`config.mk`:
```
export PLATFORM = sky130hd
export DESIGN_NAME = oriented_box_collision_test_core
export DESIGN_NICKNAME = d
export VERILOG_FILES = /design/src/rtl/obc_pkg.sv /design/src/rtl/oriented_box_collision_test_core.sv /design/src/rtl/obc_ctrl.sv /design/src/rtl/obc_dp.sv
export SDC_FILE = /design/constraint.sdc
export NUM_CORES = 2
export LEC_CHECK = 0
export ABC_CLOCK_PERIOD_IN_PS = 18500
export BUFFER_PORTS_ARGS = -buffer_cell sky130_fd_sc_hd__buf_4
export CORE_MARGIN = 2
export CORE_UTILIZATION = 49
export DETAILED_ROUTE_END_ITERATION = 8
export PLACE_DENSITY_LB_ADDON = 0.3
export SLEW_MARGIN = 20
export SYNTH_ARGS = -nofsm -noshare
export SYNTH_HDL_FRONTEND = slang
export SYNTH_SLANG_ARGS = --single-unit
```
`constraint.sdc`:
```
create_clock -name clock -period 18.5 [get_ports clock]
set_input_delay 1.85 -clock clock [delete_from_list [all_inputs] [get_ports clock]]
set_output_delay 1.85 -clock clock [all_outputs]
set_load 0.02 [all_outputs]
```
`src/rtl/obc_pkg.sv`:
```
package obc_pkg;

   // angle constants in whole degrees
   localparam int unsigned ANGLE_STEPS   = 360;
   localparam int unsigned QUARTER_TURN  = 90;
   localparam int unsigned HALF_TURN     = 180;
   localparam int unsigned THREE_QUARTER = 270;

   // pi in Q2.30 for the table build
   localparam logic [63:0] PI_Q30 = 64'd3373259426;

   typedef logic [15:0] sine_table_type [0:90];

   // quarter-wave sine in Q1.15, evaluated at elaboration only
   function automatic sine_table_type build_sine_table();
      sine_table_type    tbl;
      logic [63:0]       x;
      logic [63:0]       x2;
      logic [63:0]       term;
      logic [63:0]       q;
      logic signed [63:0] s;
      for (int k = 0; k <= 90; k++) begin
         x    = 64'(k) * PI_Q30 / 64'd180;
         x2   = (x * x) >> 30;
         term = x;
         s    = signed'(x);
         for (int n = 1; n <= 10; n++) begin
            term = ((term * x2) >> 30) / 64'((2 * n) * (2 * n + 1));
            if ((n & 1) != 0) begin
               s = s - signed'(term);
            end else begin
               s = s + signed'(term);
            end
         end
         if (s < 0) begin
            s = '0;
         end
         q = (unsigned'(s) + 64'd16384) >> 15;
         if (q > 64'd32767) begin
            q = 64'd32767;
         end
         tbl[k] = q[15:0];
      end
      return tbl;
   endfunction

   localparam sine_table_type SINE_TABLE = build_sine_table();

   // full-circle sine in Q1.15, angle below one turn
   function automatic logic signed [15:0] sine_q15(input logic [8:0] d);
      logic [8:0]  idx;
      logic        neg;
      logic [15:0] mag;
      if (d <= 9'(QUARTER_TURN)) begin
         idx = d;
         neg = 1'b0;
      end else if (d <= 9'(HALF_TURN)) begin
         idx = 9'(HALF_TURN) - d;
         neg = 1'b0;
      end else if (d <= 9'(THREE_QUARTER)) begin
         idx = d - 9'(HALF_TURN);
         neg = 1'b1;
      end else begin
         idx = 9'(ANGLE_STEPS) - d;
         neg = 1'b1;
      end
      mag = SINE_TABLE[idx[6:0]];
      return neg ? -signed'(mag) : signed'(mag);
   endfunction

   typedef enum logic [3:0] {
      ST_IDLE,
      ST_DIFF,
      ST_CHECK,
      ST_TRIG,
      ST_CENTER_X,
      ST_CENTER_Y,
      ST_DOT_X,
      ST_DOT_Y,
      ST_REACH,
      ST_COMPARE
   } ctrl_state_type;

   typedef enum logic [3:0] {
      OP_IDLE,
      OP_STORE,
      OP_LOAD,
      OP_DIFF,
      OP_TRIG,
      OP_CENTER_X,
      OP_CENTER_Y,
      OP_DOT_X,
      OP_DOT_Y,
      OP_REACH,
      OP_HIT,
      OP_MISS
   } dp_op_type;

   typedef struct packed {
      dp_op_type  op;
      logic [1:0] axis;
      logic [1:0] term;
   } dp_cmd_type;

   typedef struct packed {
      logic reject;
      logic gap;
   } dp_status_type;

endpackage

```
`src/rtl/oriented_box_collision_test_core.sv`:
```
// channel   ports                                  handshake
// request   req_action .. req_bound_radius         start high while busy low
// result    rsp_colliding                          rsp_valid one-cycle strobe
//
// A store request (action 0) is stored while busy stays low.
// A test request ends in one strobe, issued early when the height or radius
// pre-check rejects or an axis shows a gap, else after all four axes, each
// run as 15 steps on the single shared multiplier.
// Reset is synchronous and clears the stored object to zero.
// The receiver cannot stall; each result shows for exactly one cycle.
module oriented_box_collision_test_core #(
   parameter int POSITION_BITS = 24
) (
   input  logic                            clock,
   input  logic                            reset,
   input  logic                            start,
   output logic                            busy,
   input  logic                            req_action,
   input  logic signed [POSITION_BITS-1:0] req_pos_x,
   input  logic signed [POSITION_BITS-1:0] req_pos_y,
   input  logic signed [POSITION_BITS-1:0] req_pos_z,
   input  logic [8:0]                      req_heading_deg,
   input  logic [15:0]                     req_width,
   input  logic [15:0]                     req_length,
   input  logic [15:0]                     req_height,
   input  logic [15:0]                     req_bound_radius,
   output logic                            rsp_valid,
   output logic                            rsp_colliding
);
   import obc_pkg::*;

   dp_cmd_type    cmd;
   dp_status_type status;

   // sequencer
   obc_ctrl u_ctrl (
      .clock      (clock),
      .reset      (reset),
      .start      (start),
      .req_action (req_action),
      .status     (status),
      .busy       (busy),
      .cmd        (cmd)
   );

   // arithmetic and object storage
   obc_dp #(
      .POSITION_BITS (POSITION_BITS)
   ) u_dp (
      .clock            (clock),
      .reset            (reset),
      .cmd              (cmd),
      .req_pos_x        (req_pos_x),
      .req_pos_y        (req_pos_y),
      .req_pos_z        (req_pos_z),
      .req_heading_deg  (req_heading_deg),
      .req_width        (req_width),
      .req_length       (req_length),
      .req_height       (req_height),
      .req_bound_radius (req_bound_radius),
      .status           (status),
      .rsp_valid        (rsp_valid),
      .rsp_colliding    (rsp_colliding)
   );

endmodule

```
`src/rtl/obc_ctrl.sv`:
```
module obc_ctrl (
   input  logic                  clock,
   input  logic                  reset,
   input  logic                  start,
   input  logic                  req_action,
   input  obc_pkg::dp_status_type status,
   output logic                  busy,
   output obc_pkg::dp_cmd_type   cmd
);
   import obc_pkg::*;

   ctrl_state_type state_ff, state_in;
   logic [1:0]     axis_ff, axis_in;
   logic [1:0]     term_ff, term_in;

   // state and step counters
   always_ff @(posedge clock) begin
      if (reset) begin
         state_ff <= ST_IDLE;
         axis_ff  <= '0;
         term_ff  <= '0;
      end else begin
         state_ff <= state_in;
         axis_ff  <= axis_in;
         term_ff  <= term_in;
      end
   end

   // next state
   always_comb begin
      state_in = state_ff;
      axis_in  = axis_ff;
      term_in  = term_ff;
      unique case (state_ff)
         ST_IDLE: begin
            if (start && req_action) begin
               state_in = ST_DIFF;
            end
         end
         ST_DIFF: begin
            state_in = ST_CHECK;
         end
         ST_CHECK: begin
            axis_in = '0;
            term_in = '0;
            state_in = status.reject ? ST_IDLE : ST_TRIG;
         end
         ST_TRIG: begin
            term_in = term_ff + 2'd1;
            if (term_ff == 2'd3) begin
               state_in = ST_CENTER_X;
            end
         end
         ST_CENTER_X: begin
            state_in = ST_CENTER_Y;
         end
         ST_CENTER_Y: begin
            state_in = ST_DOT_X;
         end
         ST_DOT_X: begin
            state_in = ST_DOT_Y;
         end
         ST_DOT_Y: begin
            state_in = ST_REACH;
         end
         ST_REACH: begin
            term_in = term_ff + 2'd1;
            state_in = (term_ff == 2'd3) ? ST_COMPARE : ST_DOT_X;
         end
         ST_COMPARE: begin
            if (status.gap || axis_ff == 2'd3) begin
               state_in = ST_IDLE;
            end else begin
               axis_in  = axis_ff + 2'd1;
               state_in = ST_CENTER_X;
            end
         end
         default: begin
            state_in = ST_IDLE;
         end
      endcase
   end

   // datapath commands
   always_comb begin
      cmd.op   = OP_IDLE;
      cmd.axis = axis_ff;
      cmd.term = term_ff;
      busy     = 1'b1;
      unique case (state_ff)
         ST_IDLE: begin
            busy = 1'b0;
            if (start) begin
               cmd.op = req_action ? OP_LOAD : OP_STORE;
            end
         end
         ST_DIFF:     cmd.op = OP_DIFF;
         ST_CHECK:    cmd.op = status.reject ? OP_MISS : OP_IDLE;
         ST_TRIG:     cmd.op = OP_TRIG;
         ST_CENTER_X: cmd.op = OP_CENTER_X;
         ST_CENTER_Y: cmd.op = OP_CENTER_Y;
         ST_DOT_X:    cmd.op = OP_DOT_X;
         ST_DOT_Y:    cmd.op = OP_DOT_Y;
         ST_REACH:    cmd.op = OP_REACH;
         ST_COMPARE: begin
            if (status.gap) begin
               cmd.op = OP_MISS;
            end else if (axis_ff == 2'd3) begin
               cmd.op = OP_HIT;
            end
         end
         default:     cmd.op = OP_IDLE;
      endcase
   end

endmodule

```
`src/rtl/obc_dp.sv`:
```
module obc_dp #(
   parameter int POSITION_BITS = 24
) (
   input  logic                            clock,
   input  logic                            reset,
   input  obc_pkg::dp_cmd_type             cmd,
   input  logic signed [POSITION_BITS-1:0] req_pos_x,
   input  logic signed [POSITION_BITS-1:0] req_pos_y,
   input  logic signed [POSITION_BITS-1:0] req_pos_z,
   input  logic [8:0]                      req_heading_deg,
   input  logic [15:0]                     req_width,
   input  logic [15:0]                     req_length,
   input  logic [15:0]                     req_height,
   input  logic [15:0]                     req_bound_radius,
   output obc_pkg::dp_status_type          status,
   output logic                            rsp_valid,
   output logic                            rsp_colliding
);
   import obc_pkg::*;

   localparam int DW = POSITION_BITS + 1;

   // stored first object
   logic [POSITION_BITS-1:0] first_x_ff, first_y_ff, first_z_ff;
   logic [8:0]               first_heading_ff;
   logic [15:0]              first_width_ff, first_length_ff;
   logic [15:0]              first_height_ff, first_radius_ff;

   // object under test
   logic [POSITION_BITS-1:0] cur_x_ff, cur_y_ff, cur_z_ff;
   logic [8:0]               cur_heading_ff;
   logic [15:0]              cur_width_ff, cur_length_ff;
   logic [15:0]              cur_height_ff, cur_radius_ff;

   logic signed [DW-1:0] dx_ff, dy_ff, dz_ff;
   logic signed [15:0]   s0_ff, c0_ff, s1_ff, c1_ff;
   logic signed [32:0]   dot_ff;
   logic signed [51:0]   center_ff, reach_ff;
   logic                 rsp_valid_ff, rsp_colliding_ff;
   logic                 reject_flag, gap_flag;

   // first object, cleared by reset
   always_ff @(posedge clock) begin
      if (reset) begin
         first_x_ff       <= '0;
         first_y_ff       <= '0;
         first_z_ff       <= '0;
         first_heading_ff <= '0;
         first_width_ff   <= '0;
         first_length_ff  <= '0;
         first_height_ff  <= '0;
         first_radius_ff  <= '0;
      end else if (cmd.op == OP_STORE) begin
         first_x_ff       <= req_pos_x;
         first_y_ff       <= req_pos_y;
         first_z_ff       <= req_pos_z;
         first_heading_ff <= req_heading_deg;
         first_width_ff   <= req_width;
         first_length_ff  <= req_length;
         first_height_ff  <= req_height;
         first_radius_ff  <= req_bound_radius;
      end
   end

   // tested object capture
   always_ff @(posedge clock) begin
      if (cmd.op == OP_LOAD) begin
         cur_x_ff       <= req_pos_x;
         cur_y_ff       <= req_pos_y;
         cur_z_ff       <= req_pos_z;
         cur_heading_ff <= req_heading_deg;
         cur_width_ff   <= req_width;
         cur_length_ff  <= req_length;
         cur_height_ff  <= req_height;
         cur_radius_ff  <= req_bound_radius;
      end
   end

   // center differences
   always_ff @(posedge clock) begin
      if (cmd.op == OP_DIFF) begin
         dx_ff <= {first_x_ff[POSITION_BITS-1], first_x_ff}
                - {cur_x_ff[POSITION_BITS-1], cur_x_ff};
         dy_ff <= {first_y_ff[POSITION_BITS-1], first_y_ff}
                - {cur_y_ff[POSITION_BITS-1], cur_y_ff};
         dz_ff <= {first_z_ff[POSITION_BITS-1], first_z_ff}
                - {cur_z_ff[POSITION_BITS-1], cur_z_ff};
      end
   end

   // height and bounding radius pre-check
   logic [DW-1:0] abs_dx, abs_dy, abs_dz;
   logic [15:0]   hmax;
   logic [16:0]   rsum;
   always_comb begin
      abs_dx = dx_ff[DW-1] ? DW'(-dx_ff) : DW'(dx_ff);
      abs_dy = dy_ff[DW-1] ? DW'(-dy_ff) : DW'(dy_ff);
      abs_dz = dz_ff[DW-1] ? DW'(-dz_ff) : DW'(dz_ff);
      hmax   = (cur_height_ff > first_height_ff) ? cur_height_ff : first_height_ff;
      rsum   = {1'b0, first_radius_ff} + {1'b0, cur_radius_ff};
      reject_flag = ({abs_dz, 1'b0} > (DW + 1)'(hmax))
                 || (abs_dx > DW'(rsum)) || (abs_dy > DW'(rsum));
   end

   // sine/cosine lookup: term selects s0, c0, s1, c1
   logic [8:0]         angle_raw, angle_base, angle_shift, angle_wrap, angle;
   logic signed [15:0] trig_val;
   always_comb begin
      angle_raw   = cmd.term[1] ? cur_heading_ff : first_heading_ff;
      angle_base  = (angle_raw >= 9'(ANGLE_STEPS)) ? angle_raw - 9'(ANGLE_STEPS)
                                                   : angle_raw;
      angle_shift = angle_base + 9'(QUARTER_TURN);
      angle_wrap  = (angle_shift >= 9'(ANGLE_STEPS)) ? angle_shift - 9'(ANGLE_STEPS)
                                                     : angle_shift;
      angle       = cmd.term[0] ? angle_wrap : angle_base;
      trig_val    = sine_q15(angle);
   end

   always_ff @(posedge clock) begin
      if (cmd.op == OP_TRIG) begin
         case (cmd.term)
            2'd0:    s0_ff <= trig_val;
            2'd1:    c0_ff <= trig_val;
            2'd2:    s1_ff <= trig_val;
            default: c1_ff <= trig_val;
         endcase
      end
   end

   // edge directions: u0, v0, u1, v1 and their extents
   logic signed [15:0] axis_x, axis_y, term_x, term_y;
   logic [15:0]        axis_ext, term_ext;
   always_comb begin
      case (cmd.axis)
         2'd0:    begin axis_x = c0_ff;  axis_y = s0_ff; axis_ext = first_width_ff;  end
         2'd1:    begin axis_x = -s0_ff; axis_y = c0_ff; axis_ext = first_length_ff; end
         2'd2:    begin axis_x = c1_ff;  axis_y = s1_ff; axis_ext = cur_width_ff;    end
         default: begin axis_x = -s1_ff; axis_y = c1_ff; axis_ext = cur_length_ff;   end
      endcase
      case (cmd.term)
         2'd0:    begin term_x = c0_ff;  term_y = s0_ff; term_ext = first_width_ff;  end
         2'd1:    begin term_x = -s0_ff; term_y = c0_ff; term_ext = first_length_ff; end
         2'd2:    begin term_x = c1_ff;  term_y = s1_ff; term_ext = cur_width_ff;    end
         default: begin term_x = -s1_ff; term_y = c1_ff; term_ext = cur_length_ff;   end
      endcase
   end

   // shared multiplier operand select
   logic signed [18:0] dx2, dy2;
   logic [32:0]        abs_dot;
   logic signed [33:0] mul_a;
   logic signed [16:0] mul_b;
   logic signed [50:0] product;
   always_comb begin
      dx2     = 19'(dx_ff) <<< 1;
      dy2     = 19'(dy_ff) <<< 1;
      abs_dot = dot_ff[32] ? 33'(-dot_ff) : 33'(dot_ff);
      mul_a   = 34'(dx2);
      mul_b   = 17'(axis_x);
      case (cmd.op)
         OP_CENTER_Y: begin mul_a = 34'(dy2);    mul_b = 17'(axis_y); end
         OP_DOT_X:    begin mul_a = 34'(term_x); mul_b = 17'(axis_x); end
         OP_DOT_Y:    begin mul_a = 34'(term_y); mul_b = 17'(axis_y); end
         OP_REACH: begin
            mul_a = signed'({1'b0, abs_dot});
            mul_b = signed'({1'b0, term_ext});
         end
         default: begin
            mul_a = 34'(dx2);
            mul_b = 17'(axis_x);
         end
      endcase
      product = mul_a * mul_b;
   end

   // projection accumulators
   always_ff @(posedge clock) begin
      case (cmd.op)
         OP_CENTER_X: begin
            center_ff <= 52'(product);
            reach_ff  <= '0;
         end
         OP_CENTER_Y: center_ff <= center_ff + 52'(product);
         OP_DOT_X:    dot_ff    <= 33'(product);
         OP_DOT_Y:    dot_ff    <= dot_ff + 33'(product);
         OP_REACH:    reach_ff  <= reach_ff + 52'(product);
         default:     ;
      endcase
   end

   // gap on current axis: scaled center distance beyond both reaches
   logic [51:0] abs_center;
   always_comb begin
      abs_center = center_ff[51] ? 52'(-center_ff) : 52'(center_ff);
      gap_flag   = (axis_ext != '0)
                && ({abs_center[36:0], 15'd0} > unsigned'(reach_ff));
   end

   assign status = '{reject: reject_flag, gap: gap_flag};

   // result strobe
   always_ff @(posedge clock) begin
      if (reset) begin
         rsp_valid_ff <= 1'b0;
      end else begin
         rsp_valid_ff <= (cmd.op == OP_HIT) || (cmd.op == OP_MISS);
      end
   end

   always_ff @(posedge clock) begin
      if ((cmd.op == OP_HIT) || (cmd.op == OP_MISS)) begin
         rsp_colliding_ff <= (cmd.op == OP_HIT);
      end
   end

   assign rsp_valid     = rsp_valid_ff;
   assign rsp_colliding = rsp_colliding_ff;

endmodule

```
# --- After elaboration in Yosys (flattened, before gate mapping) ---
# Memories as Yosys holds them, arrays and structs flattened.
# Cells that the tools add are included.
# W data, S select, Z words.
op_classes:
  multipliers: 1
  n_lt_le_gt_ge: 11
  add_sub_neg: 23
  eq_ne: 29
  n_mux: 45
  bitwise_logic: 2
  reduce_logical: 24
ops:
  columns: ["operator", "count"]
  rows:
  - ["$pmux W16 S3", 6]
  - ["$pmux W52 S2", 2]
  - ["$pmux W34 S4", 1]
  - ["$add A52 B51 Y52", 2]
  - ["$pmux W4 S10", 2]
  - ["$mux W25", 3]
  - ["$neg A25 Y25", 3]
  - ["$sub A24 B24 Y25", 3]
  - ["$pmux W33 S2", 1]
  - ["$mux W16", 4]
  - ["$gt A52 B52 Y1", 1]
  - ["$mul A34 B17 Y51", 1]
  - ["$gt A25 B17 Y1", 2]
  - ["$neg A16 Y16", 3]
  - ["$mux W37", 1]
  - ["$neg A37 Y37", 1]
  - ["$mux W9", 4]
  - ["$pmux W17 S2", 1]
  - ["$add A33 B33 Y33", 1]
  - ["$mux W33", 1]
  - ["$neg A33 Y33", 1]
  - ["$eq A4 B3 Y1 const B", 8]
  - ["$mux W4", 7]
  - ["$gt A26 B16 Y1", 1]
  - ["36 further kinds", 75]
totals:
  romBits: 2048
  input_bits: 149
  reg_bits: 576
  output_inout_bits: 3
  memories: 1
mem_list:
  columns: ["memory", "depth", "width", "rd", "rd_ports_with_merged_regs", "write_ports", "line_no", "rtl"]
  rows:
  - ["(name not given)", 128, 16, 1, 0, 0, "obc_pkg.sv:67", "mag = SINE_TABLE[idx[6:0]];"]

# --- Depth between registers and ports, before layout ---
logic_depth:
  depth_word: 17
  ltp_mapped: 56
  depth_no_buf: 52

# --- Modules after synthesis ---
# Synthesis repeated with hierarchy kept, for this count alone.
hier_totals:
  hier_cells: 6851
  area_unflattened_um2: 61913.1
by_module_without_submodules:
  columns: ["module", "cells_per_inst", "area_per_inst_um2", "seq_area_each_um2", "n_inst"]
  rows:
  - ["obc_dp", 6761, 61238.7, 15595.0, 1]
  - ["obc_ctrl", 90, 674.4, 160.2, 1]

# --- Worst setup path before layout ---
# OpenSTA, ideal clock, no wires.
synth_path:
  path_kind: "flip-flop to flip-flop"
  startpoint: "register u_dp.dot_ff[4]"
  endpoint: "register u_dp.reach_ff[51], data pin"
  slack_ns: 6.967
  arrival_ns: 11.267
  n_path_buf: 1
  setup_ns: 0.266
  required_time_ns: 18.234
  path_stages_with_launch: 46
  path_cell_list: "edfxtp_1 or4_1 or3_1 or3_1 o41ai_1 xnor2_1 a222oi_1 o21ai_0 mux2i_1 clkbuf_1 nor2_1 fa_1 inv_1 fa_1 fa_1 inv_1 fa_1 fa_1 (+10 left out) inv_1 o21bai_1 or4_1 a311o_1 a31o_2 a41o_1 a41oi_1 a21oi_1 a41oi_1 o21ai_0 a41oi_1 a221oi_1 nand4_1 nand4b_1 a21o_1 a21oi_1 xnor3_1 nor2_1"
synth_between:
  elab_chain_cells: 6
synth_rtl:
  columns: ["element", "line_no", "rtl"]
  rows:
  - ["start: declaration", "obc_dp.sv:37", "logic signed [32:0] dot_ff;"]
  - ["start signal: assignment", "obc_dp.sv:184", "OP_DOT_X: dot_ff <= 33'(product);"]
  - ["start signal: assignment", "obc_dp.sv:185", "OP_DOT_Y: dot_ff <= dot_ff + 33'(product);"]
  - ["$neg A33 Y33", "obc_dp.sv:157", "abs_dot = dot_ff[32] ? 33'(-dot_ff) : 33'(dot_ff);"]
  - ["$mux W33 (*)", "obc_dp.sv:157", null]
  - ["$pmux W34 S4 (*)", "obc_dp.sv:160", "case (cmd.op)"]
  - ["$mul A34 B17 Y51 (*)", "obc_dp.sv:173", "product = mul_a * mul_b;"]
  - ["$add A52 B51 Y52 (*)", "obc_dp.sv:186", "OP_REACH: reach_ff <= reach_ff + 52'(product);"]
  - ["$pmux W52 S2 (*)", "obc_dp.sv:178", "case (cmd.op)"]
  - ["end signal: assignment", "obc_dp.sv:186", null]
  - ["end: declaration", "obc_dp.sv:38", "logic signed [51:0] center_ff, reach_ff;"]
# Every way passes the cells marked *; elsewhere a longest branch is shown, timed or not.
# A chain may end at the register's enable or synchronous reset.

# --- Worst setup path after layout ---
layout_path:
  startpoint: "register u_ctrl.term_ff[0]"
  endpoint: "register u_dp.reach_ff[51], data pin"
layout_between:
  elab_chain_cells: 6
  word_cells_on_any_way: 11
  classes_between: "add/sub: 1; mul: 1; eq/ne: 2; mux: 6; reduce/logical: 1"
layout_rtl:
  columns: ["element", "line_no", "rtl"]
  rows:
  - ["start: declaration", "obc_ctrl.sv:14", "logic [1:0] term_ff, term_in;"]
  - ["start signal: assignment", "obc_ctrl.sv:25", "term_ff <= term_in;"]
  - ["$eq A2 B2 Y1 (tied with other cells)", "obc_dp.sv:140", "case (cmd.term)"]
  - ["$pmux W16 S3", "obc_dp.sv:140", null]
  - ["$pmux W34 S4 / $pmux W17 S2 (equally long branches)", "obc_dp.sv:160", null]
  - ["$mul A34 B17 Y51 (*)", "obc_dp.sv:173", null]
  - ["$add A52 B51 Y52 (*)", "obc_dp.sv:186", null]
  - ["$pmux W52 S2 (*)", "obc_dp.sv:178", null]
# Marks and branches as above.

==> reports/results.ini <==
[worst_setup_path]
worstPathRequired_ns = 19.01
worstSetupEndpointType = register
worst_path_largest_cell_delay_ns = 0.72
cp_max_fo = 49
critical_path_depth = 48
reg2reg_slack_ns = 4.84
cp_common_cell = a21oi_1
rr_endpoint = u_dp.reach_ff[51]
timing.rr.start = u_ctrl.term_ff[0]
path_class = reg2reg
start_kind = register
critPathTopFamily = compound AO/OA/AOI/OAI gates
worst-r2r-cell-count = 48
critPathBufInv = 6
arrival_ns = 14.17
slowest_stage = dfxtp_1

[synth]
synth_edf_count = 422
synth_area_leaders = edfxtp_1, fa_1, ha_1
yosysUniqueCellTypes = 105
syn_avg_cell_area_um2 = 8.82
synth-async-reset-ratio = 0
synth_cells = 6924
yosysSeqAreaShare = 0.258
syn_nets = 8122
yosysWarnings = 0
synth_ff_type = edfxtp_1
ys_seq_elements = 576
synth.top_cell.area_share = 0.208
synth.largest_area_cell = edfxtp_1
synth_area_um2 = 61100

[global_routing]
grt_first_pass_wirelength_mm = 285
grt_overflow = 0
antenna_found_initial = 7
grt_max_degree = 88
grt_pass1_vias = 51003
track_usage = 0.283

[placed_design]
portBuffers = 151
hpwl_mm = 138
gp_congestion = 0.979
dp_slack_ns = 4.98

[clocking]
clk_path_buf_depth = 3
htree_levels = 3
ctsHoldBuffers = 0
ctsResizeCount = 0
cts.sinks = 576
clkSlewWorstSetupHoldPaths_ns = 0.06
cts_setup_buffers = 0
cts_buffers = 67
clk_latency_ns = 0.67
cts_root_buf = clkbuf_16
cts_tree = done

[drt]
drc = 5
ant_nets = 0
wl_mm = 180
num_vias = 50897
first_pass_iters = 9
drtIter0Drc = 5230
viasPerCell = 5.89
wl_per_cell_um = 20.9

[sta]
setup_ws_ns = 4.84
slew_headroom = 0.259
fin_crit_sh = 0.738
slew_viol_final = 0
rsz0062_at_grt = no
period_needed_ns = 13.66
worst_pin_slew_ns = 1.11
fin_skew_ns = 0.0684
max_clock_freq_ghz = 0.0732
hold_viol = 0
setup_viol = 0
tns_ns = 0

[floorplan]
io_pins = 152
core_um2 = 124000
num_rows = 129
start_util = 0.494
die_height_um = 357
die_w_um = 357
dieArea_um2 = 127000

[finish]
post_route_cells_drive_above_1_share = 0.0658
nets = 8151
fillers = 11456
area_growth_pct = 8.45

[outcome]
violations = DRC
outcome = finished, violations left

[hold_path]
hold_path_class = reg2reg
worstHoldStart = u_dp.first_x_ff[23]
hold_path_depth = 2
whs_endpoint = u_dp.first_x_ff[23]

[job]
maxCapViolCount = 0

==> Yosys cell counts, drive strengths merged (33+ instances only) <==
library cell	count
nand2b	78
o21ai	319
o21a	42
a21boi	44
o211ai	33
ha	490
a211oi	41
nor4	45
nor2	680
clkbuf	230
a21o	101
a221oi	50
and2	34
a21oi	450
inv	883
nand4	45
nand3	91
buf	40
o31ai	67
a222oi	64
nand2	926
nor3	105
nor2b	64
xnor2	252
fa	559
xor2	120
dfxtp	154
edfxtp	422
and3	36
or3	53
==> area by class of cell <==
class / instances / area (um^2) / share of cell area
clock inverter: 26 / 299 / 0.00452
sequential: 576 / 15800 / 0.238
clock buffer: 95 / 1940 / 0.0292
multi-input combinational: 5193 / 41100 / 0.621
inverter: 885 / 3320 / 0.0502
antenna: 2 / 5.00 / 0.0000756
timing repair buffer: 230 / 1730 / 0.0261
tap: 1637 / 2050 / 0.0309
==> through the flow <==
step	hold WS [ns]	area (um^2)	cells	utilization
4_1_cts	0.458	66200	8642	0.536
5_1_grt	0.474	66200	8644	0.536
2_1_floorplan	0.434	61100	6924	-
3_5_place_dp	0.450	64000	8521	0.517
3_3_place_gp	0.444	64000	8521	0.517
6_report	0.458	66200	8644	0.536
==> cells in the final DEF (no fill, tap or decap), types with 34 or more instances in the layout <==
| cell | count |
|---|---|
| buf_4 | 230 |
| nand2_1 | 923 |
| ha_1 | 487 |
| a222oi_1 | 64 |
| inv_1 | 879 |
| nor3_1 | 99 |
| o31ai_1 | 63 |
| edfxtp_1 | 422 |
| a221oi_1 | 45 |
| a211oi_1 | 37 |
| or3_1 | 53 |
| fa_1 | 559 |
| nand4_1 | 45 |
| a21boi_0 | 42 |
| nor2_1 | 672 |
| nand3_1 | 88 |
| nor4_1 | 43 |
| xnor2_1 | 251 |
| clkbuf_16 | 71 |
| o21ai_0 | 299 |
| o21a_1 | 42 |
| a21o_1 | 101 |
| nor2b_1 | 64 |
| nand2b_1 | 78 |
| dfxtp_1 | 154 |
| and3_1 | 34 |
| and2_1 | 34 |
| xor2_1 | 120 |
| a21oi_1 | 446 |
==> worst register-to-register path: cells and delay by family (launching register included) <==
family / cells / cell delay, ns
buffers and inverters: 6 / 1.00
XOR/XNOR: 2 / 0.66
AND/OR/NAND/NOR: 8 / 1.24
adder cells (fa/ha/maj): 9 / 4.14
AO/OA/AOI/OAI: 23 / 5.80
flip-flops: 1 / 0.72
==> worst max path at each step <==
stage	end	startpoint	slack (ns)
2_1_floorplan	u_dp.reach_ff[51]	u_dp.dot_ff[4]	6.97
3_3_place_gp	u_dp.reach_ff[51]	u_ctrl.state_ff[3]	5.07
3_5_place_dp	u_dp.reach_ff[51]	u_ctrl.state_ff[3]	4.98
4_1_cts	u_dp.reach_ff[51]	u_ctrl.state_ff[3]	4.91
5_1_grt	u_dp.reach_ff[51]	u_ctrl.term_ff[0]	3.92
6_report	u_dp.reach_ff[51]	u_ctrl.term_ff[0]	4.84
==> logic make-up (layout without fill, tap and decap cells) <==
kind of cell | after synthesis | after routing | share of synthesized area
xor+xnor | 374 | 374 | 0.0544
flops | 576 | 576 | 0.258
mux | 47 | 47 | 0.00895
fa+ha+maj | 1049 | 1049 | 0.284
buf+inv | 1155 | 1236 | 0.0720
simple gates | 2246 | 2246 | 0.163
other cells | 0 | 2 | 0
compound gates | 1477 | 1477 | 0.160
==> sequential cells by signal, summed over array words and instances, names as in the netlist, 24 cells and up <==
name / count
u_dp.center_ff: 52
u_dp.dot_ff: 33
u_dp.dy_ff: 25
u_dp.first_z_ff: 24
u_dp.cur_x_ff: 24
u_dp.dz_ff: 25
u_dp.first_y_ff: 24
u_dp.dx_ff: 25
u_dp.cur_z_ff: 24
u_dp.cur_y_ff: 24
u_dp.reach_ff: 52
u_dp.first_x_ff: 24
==> per-layer routing <==
| layer | global-route usage | share of wire | vias to the layer above |
|---|---|---|---|
| met5 | 0 | 0.000089 | - |
| met2 | 0.476 | 0.47 | 2014 |
| li1 | - | - | 23686 |
| met1 | 0.363 | 0.41 | 24774 |
| met4 | 0.118 | 0.045 | 2 |
| met3 | 0.0460 | 0.073 | 421 |
Power is not shown: default switching activity piles up to over one toggle a cycle in this logic, so the estimate is an artifact.
